**src/rtl/gdu_pkg.sv**
```systemverilog
// Shared types, constants and calendar helper functions of the Gregorian date unit.
package gdu_pkg;

	// Calendar limits and reset date.
	localparam int MIN_YEAR    = 1900;
	localparam int MAX_YEAR    = 9999;
	localparam int RESET_DAY   = 1;
	localparam int RESET_MONTH = 1;
	localparam int RESET_YEAR  = 2000;
	localparam int YEAR_CYCLE  = 400;
	localparam int RESET_YRES  = RESET_YEAR % YEAR_CYCLE;

	// Field widths.
	localparam int DAY_W   = 5;
	localparam int MONTH_W = 4;
	localparam int YEAR_W  = 14;
	localparam int ADD_W   = 16;
	localparam int WDAY_W  = 3;
	localparam int ACC_W   = ADD_W + 1;
	localparam int YRES_W  = 9;
	localparam int SUM_W   = 15;

	// Month codes that the logic refers to.
	localparam logic [MONTH_W-1:0] MON_JAN = 4'd1;
	localparam logic [MONTH_W-1:0] MON_FEB = 4'd2;
	localparam logic [MONTH_W-1:0] MON_DEC = 4'd12;

	// Reciprocal constants for division by 25 and by 7.
	localparam int DIV25_MUL = 1311;
	localparam int DIV7_MUL  = 37450;

	// Controller states.
	typedef enum logic [3:0] {
		ST_IDLE,
		ST_SET_MY,
		ST_SET_Q,
		ST_SET_R,
		ST_SET_D,
		ST_WALK,
		ST_WK1,
		ST_WK2,
		ST_WK3,
		ST_WK4,
		ST_OUT
	} gdu_state_t;

	// Commands from the controller to the datapath.
	typedef struct packed {
		logic capture;
		logic set_my;
		logic set_q;
		logic set_res;
		logic set_day;
		logic walk;
		logic wk1;
		logic wk2;
		logic wk3;
		logic wk4;
		logic load_out;
	} gdu_cmd_t;

	// Status from the datapath to the controller.
	typedef struct packed {
		logic op_add;
		logic walk_last;
	} gdu_stat_t;

	// Leap year test on the year taken modulo 400.
	function automatic logic is_leap_res(input logic [YRES_W-1:0] r);
		return (r[1:0] == 2'b00) && (r != 9'd100) && (r != 9'd200) && (r != 9'd300);
	endfunction

	// Length of a month; February follows the leap flag.
	function automatic logic [DAY_W-1:0] month_length(input logic [MONTH_W-1:0] m,
			input logic leap);
		logic [DAY_W-1:0] len;
		unique case (m)
			4'd2:                      len = leap ? 5'd29 : 5'd28;
			4'd4, 4'd6, 4'd9, 4'd11:   len = 5'd30;
			default:                   len = 5'd31;
		endcase
		return len;
	endfunction

	// Month term floor(31 * mm / 12) of the weekday formula, mm counted from March.
	function automatic logic [DAY_W-1:0] month_term(input logic [MONTH_W-1:0] mm);
		logic [DAY_W-1:0] t;
		unique case (mm)
			4'd1:    t = 5'd2;
			4'd2:    t = 5'd5;
			4'd3:    t = 5'd7;
			4'd4:    t = 5'd10;
			4'd5:    t = 5'd12;
			4'd6:    t = 5'd15;
			4'd7:    t = 5'd18;
			4'd8:    t = 5'd20;
			4'd9:    t = 5'd23;
			4'd10:   t = 5'd25;
			4'd11:   t = 5'd28;
			4'd12:   t = 5'd31;
			default: t = 5'd0;
		endcase
		return t;
	endfunction

	// Exact division by 25 of a 12-bit value through a reciprocal multiply.
	function automatic logic [7:0] div25(input logic [11:0] x);
		logic [22:0] p;
		p = 23'(x) * 23'(DIV25_MUL);
		return p[22:15];
	endfunction

endpackage

```
**src/rtl/gdu_ctrl.sv**
```systemverilog
// Controller state machine of the Gregorian date unit.
module gdu_ctrl import gdu_pkg::*; (
	input  logic      clk,
	input  logic      arst_n,
	input  logic      in_valid,
	output logic      in_ready,
	output logic      out_valid,
	input  logic      out_ready,
	input  gdu_stat_t stat,
	output gdu_cmd_t  cmd
);

	gdu_state_t state_q, state_nxt;
	logic       out_valid_q;

	// State register.
	always_ff @(posedge clk or negedge arst_n) begin
		if (!arst_n) begin
			state_q <= ST_IDLE;
		end else begin
			state_q <= state_nxt;
		end
	end

	// Result valid flag: set when the output register loads, cleared when taken.
	always_ff @(posedge clk or negedge arst_n) begin
		if (!arst_n) begin
			out_valid_q <= 1'b0;
		end else if (cmd.load_out) begin
			out_valid_q <= 1'b1;
		end else if (out_ready) begin
			out_valid_q <= 1'b0;
		end
	end

	// Next state.
	always_comb begin
		state_nxt = state_q;
		unique case (state_q)
			ST_IDLE: begin
				if (in_valid) begin
					state_nxt = stat.op_add ? ST_WALK : ST_SET_MY;
				end
			end
			ST_SET_MY: state_nxt = ST_SET_Q;
			ST_SET_Q:  state_nxt = ST_SET_R;
			ST_SET_R:  state_nxt = ST_SET_D;
			ST_SET_D:  state_nxt = ST_WK1;
			ST_WALK: begin
				if (stat.walk_last) begin
					state_nxt = ST_WK1;
				end
			end
			ST_WK1: state_nxt = ST_WK2;
			ST_WK2: state_nxt = ST_WK3;
			ST_WK3: state_nxt = ST_WK4;
			ST_WK4: state_nxt = ST_OUT;
			ST_OUT: begin
				if (!out_valid_q || out_ready) begin
					state_nxt = ST_IDLE;
				end
			end
			default: state_nxt = ST_IDLE;
		endcase
	end

	// Commands and handshake outputs.
	always_comb begin
		cmd          = '0;
		in_ready     = 1'b0;
		unique case (state_q)
			ST_IDLE: begin
				in_ready    = 1'b1;
				cmd.capture = in_valid;
			end
			ST_SET_MY: cmd.set_my  = 1'b1;
			ST_SET_Q:  cmd.set_q   = 1'b1;
			ST_SET_R:  cmd.set_res = 1'b1;
			ST_SET_D:  cmd.set_day = 1'b1;
			ST_WALK:   cmd.walk    = 1'b1;
			ST_WK1:    cmd.wk1     = 1'b1;
			ST_WK2:    cmd.wk2     = 1'b1;
			ST_WK3:    cmd.wk3     = 1'b1;
			ST_WK4:    cmd.wk4     = 1'b1;
			ST_OUT:    cmd.load_out = !out_valid_q || out_ready;
			default:   cmd = '0;
		endcase
	end

	assign out_valid = out_valid_q;

endmodule

```
**src/rtl/gdu_dpath.sv**
```systemverilog
// Datapath of the Gregorian date unit: stored date, month walk, weekday and result register.
module gdu_dpath import gdu_pkg::*; (
	input  logic               clk,
	input  logic               arst_n,
	input  gdu_cmd_t           cmd,
	output gdu_stat_t          stat,
	input  logic               opcode,
	input  logic [DAY_W-1:0]   new_day,
	input  logic [MONTH_W-1:0] new_month,
	input  logic [YEAR_W-1:0]  new_year,
	input  logic [ADD_W-1:0]   days_to_add,
	output logic [DAY_W-1:0]   cur_day,
	output logic [MONTH_W-1:0] cur_month,
	output logic [YEAR_W-1:0]  cur_year,
	output logic [WDAY_W-1:0]  weekday,
	output logic               day_rejected,
	output logic               month_rejected,
	output logic               year_rejected,
	output logic               overflow
);

	// Stored date and year residue modulo 400.
	logic [DAY_W-1:0]   day_q;
	logic [MONTH_W-1:0] month_q;
	logic [YEAR_W-1:0]  year_q;
	logic [YRES_W-1:0]  yres_q;

	// Captured request and working values.
	logic [DAY_W-1:0]   nday_q;
	logic [MONTH_W-1:0] nmonth_q;
	logic [YEAR_W-1:0]  nyear_q;
	logic [ACC_W-1:0]   acc_q;
	logic [5:0]         qcyc_q;
	logic               drej_q, mrej_q, yrej_q, ovf_q;

	// Weekday sequence registers.
	logic [YEAR_W-1:0]  yy_q;
	logic [DAY_W-1:0]   mterm_q;
	logic [7:0]         q100_q;
	logic [5:0]         q400_q;
	logic [SUM_W-1:0]   sum_q;
	logic [11:0]        q7_q;

	// Result register.
	logic [DAY_W-1:0]   res_day_q;
	logic [MONTH_W-1:0] res_month_q;
	logic [YEAR_W-1:0]  res_year_q;
	logic [WDAY_W-1:0]  res_wday_q;
	logic               res_drej_q, res_mrej_q, res_yrej_q, res_ovf_q;

	// Combinational helpers.
	logic               leap;
	logic [DAY_W-1:0]   len;
	logic               fits;
	logic               at_last_month;
	logic               month_ok, year_ok, day_ok;
	logic [YEAR_W-1:0]  cyc_base;
	logic [7:0]         qcyc_full;
	logic [7:0]         q400_full;
	logic               early;
	logic [MONTH_W-1:0] mm;
	logic [15:0]        sum_w;
	logic [30:0]        prod7;
	logic [SUM_W-1:0]   rem_w;

	// Month length of the current month, the walk decisions, the request checks and the 400-year cycle base.
	always_comb begin
		leap          = is_leap_res(yres_q);
		len           = month_length(month_q, leap);
		fits          = acc_q <= ACC_W'(len);
		at_last_month = (month_q == MON_DEC) && (year_q == YEAR_W'(MAX_YEAR));
		month_ok      = (nmonth_q >= MON_JAN) && (nmonth_q <= MON_DEC);
		year_ok       = (nyear_q >= YEAR_W'(MIN_YEAR)) && (nyear_q <= YEAR_W'(MAX_YEAR));
		day_ok        = (nday_q != '0) && (nday_q <= len);
		qcyc_full     = div25({2'b00, year_q[YEAR_W-1:4]});
		cyc_base      = YEAR_W'(qcyc_q) * YEAR_W'(YEAR_CYCLE);
	end

	assign stat.op_add    = opcode;
	assign stat.walk_last = fits || at_last_month;

	// Stored date and residue.
	always_ff @(posedge clk or negedge arst_n) begin
		if (!arst_n) begin
			day_q   <= DAY_W'(RESET_DAY);
			month_q <= MONTH_W'(RESET_MONTH);
			year_q  <= YEAR_W'(RESET_YEAR);
			yres_q  <= YRES_W'(RESET_YRES);
		end else begin
			if (cmd.set_my) begin
				if (month_ok) begin
					month_q <= nmonth_q;
				end
				if (year_ok) begin
					year_q <= nyear_q;
				end
			end
			if (cmd.set_res) begin
				yres_q <= YRES_W'(year_q - cyc_base);
			end
			if (cmd.set_day && day_ok) begin
				day_q <= nday_q;
			end
			if (cmd.walk) begin
				priority if (fits) begin
					day_q <= acc_q[DAY_W-1:0];
				end else if (at_last_month) begin
					day_q <= DAY_W'(31);
				end else if (month_q == MON_DEC) begin
					month_q <= MON_JAN;
					year_q  <= year_q + 1'b1;
					yres_q  <= (yres_q == YRES_W'(YEAR_CYCLE - 1)) ? '0 : yres_q + 1'b1;
				end else begin
					month_q <= month_q + 1'b1;
				end
			end
		end
	end

	// Request capture, walk accumulator, 400-year cycle count, reject flags and overflow flag.
	always_ff @(posedge clk) begin
		if (cmd.capture) begin
			nday_q   <= new_day;
			nmonth_q <= new_month;
			nyear_q  <= new_year;
			acc_q    <= ACC_W'(day_q) + ACC_W'(days_to_add);
			drej_q   <= 1'b0;
			mrej_q   <= 1'b0;
			yrej_q   <= 1'b0;
			ovf_q    <= 1'b0;
		end
		if (cmd.set_my) begin
			mrej_q <= !month_ok;
			yrej_q <= !year_ok;
		end
		if (cmd.set_q) begin
			qcyc_q <= qcyc_full[5:0];
		end
		if (cmd.set_day) begin
			drej_q <= !day_ok;
		end
		if (cmd.walk && !fits) begin
			if (at_last_month) begin
				ovf_q <= 1'b1;
			end else begin
				acc_q <= acc_q - ACC_W'(len);
			end
		end
	end

	// Weekday: shifted year, month term, century terms, sum and modulo 7.
	always_comb begin
		early     = month_q <= MON_FEB;
		mm        = early ? month_q + 4'd10 : month_q - 4'd2;
		q400_full = div25({2'b00, yy_q[YEAR_W-1:4]});
		sum_w     = 16'(day_q) + 16'(yy_q) + 16'(yy_q[YEAR_W-1:2]) - 16'(q100_q)
		          + 16'(q400_q) + 16'(mterm_q);
		prod7     = 31'(sum_q) * 31'(DIV7_MUL);
		rem_w     = sum_q - {q7_q, 3'b000} + SUM_W'(q7_q);
	end

	always_ff @(posedge clk) begin
		if (cmd.wk1) begin
			yy_q    <= year_q - YEAR_W'(early);
			mterm_q <= month_term(mm);
		end
		if (cmd.wk2) begin
			q100_q <= div25(yy_q[YEAR_W-1:2]);
			q400_q <= q400_full[5:0];
		end
		if (cmd.wk3) begin
			sum_q <= sum_w[SUM_W-1:0];
		end
		if (cmd.wk4) begin
			q7_q <= prod7[29:18];
		end
	end

	// Result register, held until the result is taken.
	always_ff @(posedge clk) begin
		if (cmd.load_out) begin
			res_day_q   <= day_q;
			res_month_q <= month_q;
			res_year_q  <= year_q;
			res_wday_q  <= rem_w[WDAY_W-1:0];
			res_drej_q  <= drej_q;
			res_mrej_q  <= mrej_q;
			res_yrej_q  <= yrej_q;
			res_ovf_q   <= ovf_q;
		end
	end

	assign cur_day        = res_day_q;
	assign cur_month      = res_month_q;
	assign cur_year       = res_year_q;
	assign weekday        = res_wday_q;
	assign day_rejected   = res_drej_q;
	assign month_rejected = res_mrej_q;
	assign year_rejected  = res_yrej_q;
	assign overflow       = res_ovf_q;

endmodule

```
**src/rtl/gregorian_date_unit.sv**
```systemverilog
// Gregorian date unit, top level: a controller and a datapath.
//
// The unit keeps one date, reset to 1/1/2000, and handles one request at a time.
// A set request validates month, year and then day, and its result is loaded once
// the weekday is worked out. An add request walks the date one month per cycle in
// the datapath, crossing up to about 2160 month boundaries for the largest day
// count; the walk stops at 31/12/9999 and flags overflow. The weekday comes from
// a short multiply sequence after each update. The next request is taken in the
// cycle after a result is loaded. The result sits in an output register, so it may
// wait to be taken while the next request is already being worked on; that next
// result is held back until the waiting one has gone.
module gregorian_date_unit import gdu_pkg::*; (
	input  logic               clk,
	input  logic               arst_n,
	input  logic               in_valid,
	output logic               in_ready,
	input  logic               opcode,
	input  logic [DAY_W-1:0]   new_day,
	input  logic [MONTH_W-1:0] new_month,
	input  logic [YEAR_W-1:0]  new_year,
	input  logic [ADD_W-1:0]   days_to_add,
	output logic               out_valid,
	input  logic               out_ready,
	output logic [DAY_W-1:0]   cur_day,
	output logic [MONTH_W-1:0] cur_month,
	output logic [YEAR_W-1:0]  cur_year,
	output logic [WDAY_W-1:0]  weekday,
	output logic               day_rejected,
	output logic               month_rejected,
	output logic               year_rejected,
	output logic               overflow
);

	gdu_cmd_t  cmd;
	gdu_stat_t stat;

	// Sequencing of the request phases.
	gdu_ctrl u_ctrl (
		.clk       (clk),
		.arst_n    (arst_n),
		.in_valid  (in_valid),
		.in_ready  (in_ready),
		.out_valid (out_valid),
		.out_ready (out_ready),
		.stat      (stat),
		.cmd       (cmd)
	);

	// Date storage and arithmetic.
	gdu_dpath u_dpath (
		.clk            (clk),
		.arst_n         (arst_n),
		.cmd            (cmd),
		.stat           (stat),
		.opcode         (opcode),
		.new_day        (new_day),
		.new_month      (new_month),
		.new_year       (new_year),
		.days_to_add    (days_to_add),
		.cur_day        (cur_day),
		.cur_month      (cur_month),
		.cur_year       (cur_year),
		.weekday        (weekday),
		.day_rejected   (day_rejected),
		.month_rejected (month_rejected),
		.year_rejected  (year_rejected),
		.overflow       (overflow)
	);

endmodule

```
**config.mk**
```make
export PLATFORM = sky130hd
export DESIGN_NAME = gregorian_date_unit
export DESIGN_NICKNAME = d
export VERILOG_FILES = /design/src/rtl/gdu_pkg.sv /design/src/rtl/gdu_ctrl.sv /design/src/rtl/gdu_dpath.sv /design/src/rtl/gregorian_date_unit.sv
export SDC_FILE = /design/constraint.sdc
export NUM_CORES = 1
export LEC_CHECK = 0
export ABC_CLOCK_PERIOD_IN_PS = 5240
export BUFFER_PORTS_ARGS = -buffer_cell sky130_fd_sc_hd__clkbuf_2
export CAP_MARGIN = 5
export CORE_ASPECT_RATIO = 1.75
export CORE_MARGIN = 5
export CORE_UTILIZATION = 51
export CTS_CLUSTER_SIZE = 16
export DETAILED_ROUTE_END_ITERATION = 8
export PLACE_DENSITY = 0.71
export SYNTH_ARGS = -nofsm -noshare
export SYNTH_HDL_FRONTEND = slang
export SYNTH_SLANG_ARGS = --single-unit
```
**constraint.sdc**
```tcl
create_clock -name clk -period 5.24 [get_ports clk]
set_clock_uncertainty 0.1 [all_clocks]
set_input_delay 1.31 -clock clk [delete_from_list [all_inputs] [get_ports clk]]
set_output_delay 1.31 -clock clk [all_outputs]
set_load 0.1 [all_outputs]
```
==> results of run 1 <==
## cell usage in the layout, fill, tap and decap left out, types with 7 or more instances in the layout
cell type	Yosys	final
sky130_fd_sc_hd__nor4_1	11	10
sky130_fd_sc_hd__inv_1	307	305
sky130_fd_sc_hd__or2_2	7	7
sky130_fd_sc_hd__nand4_1	12	12
sky130_fd_sc_hd__buf_4	3	57
sky130_fd_sc_hd__o21a_1	11	11
sky130_fd_sc_hd__a31oi_1	13	12
sky130_fd_sc_hd__dfrtp_1	29	29
sky130_fd_sc_hd__nor3_1	27	26
sky130_fd_sc_hd__edfxtp_1	112	112
sky130_fd_sc_hd__a21o_1	10	10
sky130_fd_sc_hd__o21ai_0	36	34
sky130_fd_sc_hd__ha_1	341	340
sky130_fd_sc_hd__xor2_1	14	12
sky130_fd_sc_hd__nand2_1	56	56
sky130_fd_sc_hd__o21ai_1	10	12
sky130_fd_sc_hd__clkbuf_16	0	17
sky130_fd_sc_hd__dfstp_2	8	8
sky130_fd_sc_hd__and2_1	9	9
sky130_fd_sc_hd__nor2b_1	9	9
sky130_fd_sc_hd__a21oi_1	90	88
sky130_fd_sc_hd__o22ai_1	13	13
sky130_fd_sc_hd__fa_1	140	138
sky130_fd_sc_hd__nand2b_1	11	11
sky130_fd_sc_hd__nand3_1	33	33
sky130_fd_sc_hd__xnor2_1	66	66
sky130_fd_sc_hd__dfxtp_1	18	18
sky130_fd_sc_hd__clkbuf_2	0	75
sky130_fd_sc_hd__o211ai_1	11	11
sky130_fd_sc_hd__mux2i_1	7	7
sky130_fd_sc_hd__nor2_1	65	65
sky130_fd_sc_hd__and3_1	17	17
## cells by family after synthesis
kind of cell / Yosys count
mux: 10
compound gates: 275
flops: 167
simple gates: 280
fa+ha+maj: 481
buf+inv: 331
xor+xnor: 81
## routing by layer
| metal | vias to the layer above | GRT usage [%] | part of all wire [%] |
|---|---|---|---|
| li1 | 5862 | - | - |
| met1 | 6155 | 21.1 | 32 |
| met2 | 317 | 44.8 | 57 |
| met3 | 157 | 2.94 | 3.1 |
| met4 | 0 | 16.0 | 7.8 |
| met5 | - | 0 | 0 |
## worst paths after layout
path                                         start            endpoint  slack [ns]  depth (start not counted)
worst max-delay path            u_dpath.year_q[13]   u_dpath.qcyc_q[3]        0.13                         17
worst min-delay path              u_dpath.acc_q[0]    u_dpath.day_q[0]        0.37                          2
worst max register to register  u_dpath.year_q[13]   u_dpath.qcyc_q[3]        0.13                         17
worst min register to register    u_dpath.acc_q[0]    u_dpath.day_q[0]        0.37                          2
max in group asynchronous                   arst_n   u_dpath.yres_q[7]        3.46                          1
min in group asynchronous                   arst_n  u_dpath.year_q[11]        0.92                          1
## registers in the layout (all words and copies together), names as in the netlist, 3 cells and up
| signal | count |
|---|---|
| u_dpath.yy_q | 14 |
| u_dpath.yres_q | 9 |
| u_dpath.sum_q | 15 |
| u_ctrl.state_q | 4 |
| u_dpath.q400_q | 6 |
| u_dpath.weekday | 3 |
| u_dpath.q100_q | 8 |
| u_dpath.qcyc_q | 5 |
| u_dpath.cur_day | 5 |
| u_dpath.nyear_q | 14 |
| u_dpath.nday_q | 5 |
| u_dpath.mterm_q | 5 |
| u_dpath.acc_q | 17 |
| u_dpath.day_q | 5 |
| u_dpath.nmonth_q | 4 |
| u_dpath.cur_year | 14 |
| u_dpath.cur_month | 4 |
| u_dpath.year_q | 14 |
| u_dpath.q7_q | 3 |
| u_dpath.month_q | 4 |
## cell type report
type                            count  area [um2]  share of cell area (%)
Tap cell                          450         563                    2.95
Sequential cell                   167        4660                    24.4
Clock inverter                     15         195                    1.02
Timing Repair Buffer              133         823                    4.31
Multi-Input combinational cell   1127       11300                    59.0
Inverter                          308        1160                    6.05
Clock buffer                       17         425                    2.23
## stage by stage
stage	utilization [%]	setup slack, ns
final	57.6	0.131
after global routing	57.6	-0.0622
after CTS	57.3	0.0178
after detailed placement	55.4	-0.0844
after global placement	55.4	-0.000215
after floorplan	-	0.0516
## tightest hold or removal path, cell delays in order (launching register included)
cell                      delay (ns)
sky130_fd_sc_hd__dfxtp_1        0.32
sky130_fd_sc_hd__nor2_1         0.10
sky130_fd_sc_hd__a21oi_1        0.05
## what timing repair did
item                       in CTS  in global routing
setup endpoints to repair       5                 11
cloned                          0                  0
pin swaps                       0                 10
setup buffers                   0                  4
gates resized for setup         5                 14
==> qor_table.md, run 1 <==
| Result | Value |
| --- | --- |
| Detailed placement HPWL | 34.8 mm |
| CTS root buffer | sky130_fd_sc_hd__clkbuf_16 |
| Core Area | 33100 um2 |
| Weighted congestion reported at the end of routability-driven placement | 0.915 |
| Critical path's slowest cell | sky130_fd_sc_hd__fa_2 |
| Routed length per instance | 18.6 um |
| Total iterations of the first detailed-routing run | 5 |
| Site row count | 88 |
| Number of maximum-capacitance constraint violations | 0 |
| Dominant combinational cell family by area after synthesis | adder cells |
| Top fanout value on the critical path | 3 |
| Placed instance area | 18400 um2 |
| Synth Area in Compound Gates | 10.7% |
| Antenna violations before repair | 0 |
| Worst hold-check slack | 0.365 ns |
| Number of vias per cell after detailed routing | 5.63 |
| Width of the die | 149 um |
| Starting density of the core | 51.7% |
| Library cell appearing most often on the critical path | sky130_fd_sc_hd__fa_1 |
| Diodes inserted | 0 |
| Non-Filler Instances | 2217 |
| Count of endpoints failing setup in the final report | 0 |
| Gate family responsible for the most delay along the worst path | adder cells |
| Clock edge transition at the registers on the reported setup and hold paths | 0.07 ns |
| Dominant cell by count in the synthesized netlist | sky130_fd_sc_hd__ha_1 |
| Final period util | 97.5% |
| IO Count | 76 |
| Data required time of the critical path | 5.34 ns |
| Leading area contributor after synthesis | sky130_fd_sc_hd__ha_1 |
| Shortest clock period the worst path allows after layout | 5.11 ns |
| Synthesized net count | 2150 |
| Total negative slack | 0 ns |
| Wire length after detailed routing | 41.3 mm |
| Most common library cells after synthesis | sky130_fd_sc_hd__ha_1 (341), sky130_fd_sc_hd__inv_1 (307), sky130_fd_sc_hd__fa_1 (140) |
| Pin count of the biggest net entering global routing | 38 |
| Data arrival time of the critical path | 5.21 ns |
| Overflow after GRT | 0 |
| Highest clock rate | 196 MHz |
| Overall Global Routing Usage | 22.8% |
| Count of nets left with antenna violations after detail routing | 0 |
| First-pass GRT wire length | 67.0 mm |
| Post-synthesis share of cell area spent on full adders, half adders and majority gates | 41.3% |
| Vertical die dimension | 252 um |
| Area growth from synthesis to layout | 11.5% |
| CP Buf/Inv Count | 3 |
| Area of all placed cells without fillers | 19100 um2 |
| Vias in the first global route | 13653 |
| Leading register cell type out of synthesis | sky130_fd_sc_hd__edfxtp_1 |
| Number of port buffers | 75 |
| Xor/xnor cell area share of the yosys netlist | 4.18% |
| Yosys Warn Count | 0 |
| Crit Path Class | flip-flop to flip-flop |
| Series of cell instances along the critical path | fa_2, xor2_2, ha_4, fa_1, inv_1, fa_1, inv_1, fa_1, ha_1, and4_1, a221o_1, a211oi_2, o21ai_1, buf_4, a21oi_2, o21bai_1, xor2_1 |
| Part of the Yosys area used for sequential elements | 27.2% |
| Total Die Area | 37500 um2 |
| Filler cell count | 2835 |
| Headroom to the max-slew limit | 25.6% |
| Number of cells after detailed placement | 2181 |
| Final Max Tran Viols | 0 |
| Post-Syn Area per Cell | 10.5 um2 |
| Share of synthesized cell area in and, or, nand and nor gates | 8.38% |
| Number of clock buffers inserted by TritonCTS | 17 |
| Final-stage net count | 2279 |
| Post-synth design cell area | 17100 um2 |
| Number of enable-type register cells in the synthesized netlist | 112 |
| Worst stage delay on the critical path | 0.62 ns |
| DRC Markers | 0 |
| Clock tree sinks | 167 |
| Synth cell types | 82 |
| Number of hold-slack violations in the final timing report | 0 |
| Endpoint class of the critical path | flip-flop |
| Fraction of post-synthesis cell area in the top cell type by area | 24.9% |
| Initial detailed-routing violation count | 478 |
| Fraction of final layout cells with drive strength greater than 1 | 12.7% |
| Clock latency at the later pin of the worst-skew pair | 0.46 ns |
| TritonCTS clock tree | built |
| Top area cells in the synthesized netlist | sky130_fd_sc_hd__ha_1 (25%), sky130_fd_sc_hd__edfxtp_1 (20%), sky130_fd_sc_hd__fa_1 (16%), sky130_fd_sc_hd__inv_1 (6.7%), sky130_fd_sc_hd__dfrtp_1 (4.2%) |
| Maximum clock insertion buffer count | 2 |
| Hold Crit Class | flip-flop to flip-flop |
| Sort of element at the start of the critical path | flip-flop |
| CTS Hold Bufs | 0 |
| FF+latch count, synth | 167 |
| Slew @ Worst Pin | 1.11 ns |
| Post-synthesis mux area share | 0.672% |
| Async set or reset register ratio after synthesis | 22.2% |
| Via total after detailed routing | 12491 |
| H-tree levels | 4 |
| Synth Instances | 1625 |
| Result of the run | complete, no violations |
Power of run 1 is left out: the tool's default activity adds up to more than one toggle a clock period on the data nets, which glitch-free logic cannot reach.
==> run 2, diff against run 1 <==
- CORE_ASPECT_RATIO: 1.75 -> unset
==> qor_table.md, run 2 (synthesis results as in run 1) <==
| Result | Value |
| --- | --- |
| Worst flop-to-flop path endpoint | u_dpath.qcyc_q[4] |
| Diodes inserted | 0 |
| IO Count | 76 |
| Endpoint class of the critical path | flip-flop |
| Area growth from synthesis to layout | 11.2% |
| Fraction of final layout cells with drive strength greater than 1 | 12.7% |
| Registers with the most flip-flops | u_dpath.acc_q: 17 flops, u_dpath.sum_q: 15 flops |
| Detailed-routed wire length on met2 | 18.2 mm |
| Uppermost routed layer | met4 |
| Commonest non-fill, non-tap cell in the layout | sky130_fd_sc_hd__ha_1 |
| Core Area | 33400 um2 |
| Overflow after GRT | 0 |
| Clock edge transition at the registers on the reported setup and hold paths | 0.07 ns |
| Detailed placement HPWL | 30.4 mm |
| FF-to-FF setup slack | 0.13 ns |
| Post-route met1 wirelength | 16.4 mm |
| Data required time of the critical path | 5.33 ns |
| Wire length after detailed routing | 36.9 mm |
| Shortest clock period the worst path allows after layout | 5.11 ns |
| Gate family responsible for the most delay along the worst path | adder cells |
| TritonCTS clock tree | built |
| Width of the die | 193 um |
| Pin count of the biggest net entering global routing | 38 |
| Antenna violations before repair | 0 |
| Depth of the most critical reg-to-reg path | 17 |
| Vias in the first global route | 12586 |
| Routed length per instance | 16.7 um |
| Met3 routed WL | 1.59 mm |
| Total negative slack | 0 ns |
| Flip-flop count of the largest register, all copies and words added | 17 |
| Total Die Area | 37400 um2 |
| Hold Crit Class | flip-flop to flip-flop |
| Weighted congestion reported at the end of routability-driven placement | 0.902 |
| Worst R2R Start | u_dpath.year_q[13] |
| Sort of element at the start of the critical path | flip-flop |
| First-pass GRT wire length | 62.4 mm |
| Crit Path Class | flip-flop to flip-flop |
| Number of vias per cell after detailed routing | 5.46 |
| CTS root buffer | sky130_fd_sc_hd__clkbuf_16 |
| Destination of the critical timing path | u_dpath.qcyc_q[4] |
| Starting density of the core | 51.4% |
| Site row count | 67 |
| Critical path's slowest cell | sky130_fd_sc_hd__fa_2 |
| Worst stage delay on the critical path | 0.65 ns |
| DRC Markers | 0 |
| Via total after detailed routing | 12054 |
| Final period util | 97.6% |
| Count of nets left with antenna violations after detail routing | 0 |
| Most frequent cells in the layout | sky130_fd_sc_hd__ha_1 (339), sky130_fd_sc_hd__inv_1 (305), sky130_fd_sc_hd__fa_1 (139) |
| Number of maximum-capacitance constraint violations | 0 |
| H-tree levels | 4 |
| Number of hold-slack violations in the final timing report | 0 |
| Number of port buffers | 75 |
| Maximum clock insertion buffer count | 2 |
| Final Max Tran Viols | 0 |
| Library cell appearing most often on the critical path | sky130_fd_sc_hd__fa_1 |
| Result of the run | complete, no violations |
| Clock tree sinks | 167 |
| Overall Global Routing Usage | 20.3% |
| Headroom to the max-slew limit | 22.3% |
| CTS Hold Bufs | 0 |
| Slew @ Worst Pin | 1.16 ns |
| Clock latency at the later pin of the worst-skew pair | 0.44 ns |
| Data arrival time of the critical path | 5.20 ns |
| Vertical die dimension | 193 um |
| Initial detailed-routing violation count | 749 |
| Instance count on the critical path | 17 |
| Highest clock rate | 196 MHz |
| Top fanout value on the critical path | 3 |
| Number of clock buffers inserted by TritonCTS | 17 |
| CP Buf/Inv Count | 3 |
| Total iterations of the first detailed-routing run | 5 |
| Final-stage net count | 2272 |
| Series of cell instances along the critical path | fa_2, xor2_2, ha_1, fa_1, inv_1, fa_1, inv_1, fa_1, ha_4, and4_1, a221o_1, a211oi_2, o21ai_2, buf_4, nand4_1, nand2_1, xnor2_1 |
| Core Util, Final | 57.1% |
| Count of endpoints failing setup in the final report | 0 |
| Register ranked first by flip-flop count | u_dpath.acc_q |
| Critical Path Source | u_dpath.year_q[13] |
-- run 2: how the worst min path moves through the flow --
stage | startpoint | endpoint | cells past startpoint
floorplan | u_dpath.drej_q | u_dpath.day_rejected | 0
global placement | u_dpath.mrej_q | u_dpath.month_rejected | 0
detailed placement | u_dpath.mrej_q | u_dpath.month_rejected | 0
CTS | u_dpath.mrej_q | u_dpath.month_rejected | 0
global route | u_dpath.mrej_q | u_dpath.month_rejected | 0
finish | u_dpath.mrej_q | u_dpath.month_rejected | 0
-- run 2: stage by stage --
step           std cells  instance area, um2  hold WS [ns]  setup WS [ns]
2_1_floorplan       1625               17100         0.300         0.0516
3_3_place_gp        2173               18300         0.318        -0.0585
3_5_place_dp        2173               18300         0.308         -0.150
4_1_cts             2205               18900         0.324        0.00175
5_1_grt             2208               19100         0.328        -0.0522
6_report            2208               19100         0.321          0.127
-- run 2: repair_timing --
action / 4_1_cts / 5_1_grt
pin swaps: 0 / 11
endpoints found under the setup margin: 5 / 15
buffers inserted: 0 / 3
resized for setup: 3 / 23
-- run 2: per-layer routing --
metal,vias to the layer above,global-route usage (%)
li1,5846,-
met1,5881,26.7
met2,280,34.9
met3,47,3.88
met4,0,4.59
met5,-,0
-- run 2: cell type report --
class	count	area [um2]
clock buffers	18	429
clock inverters	14	164
fillers	2888	14300
inverters	308	1160
multi-input cells	1127	11300
flip-flops and latches	167	4660
well taps	448	561
repair buffers	126	758
-- run 2: worst register-to-register path, delay by kind of cell (launching register included) --
family,cells,cell delay [ns]
buffers and inverters,3,0.27
adders and majority gates,6,2.74
and+or+nand+nor,3,0.29
DFF,1,0.41
xor gates and xnor gates,2,0.29
AOI/OAI and AO/OA,3,0.76
Power of run 2 is left out for the same reason.
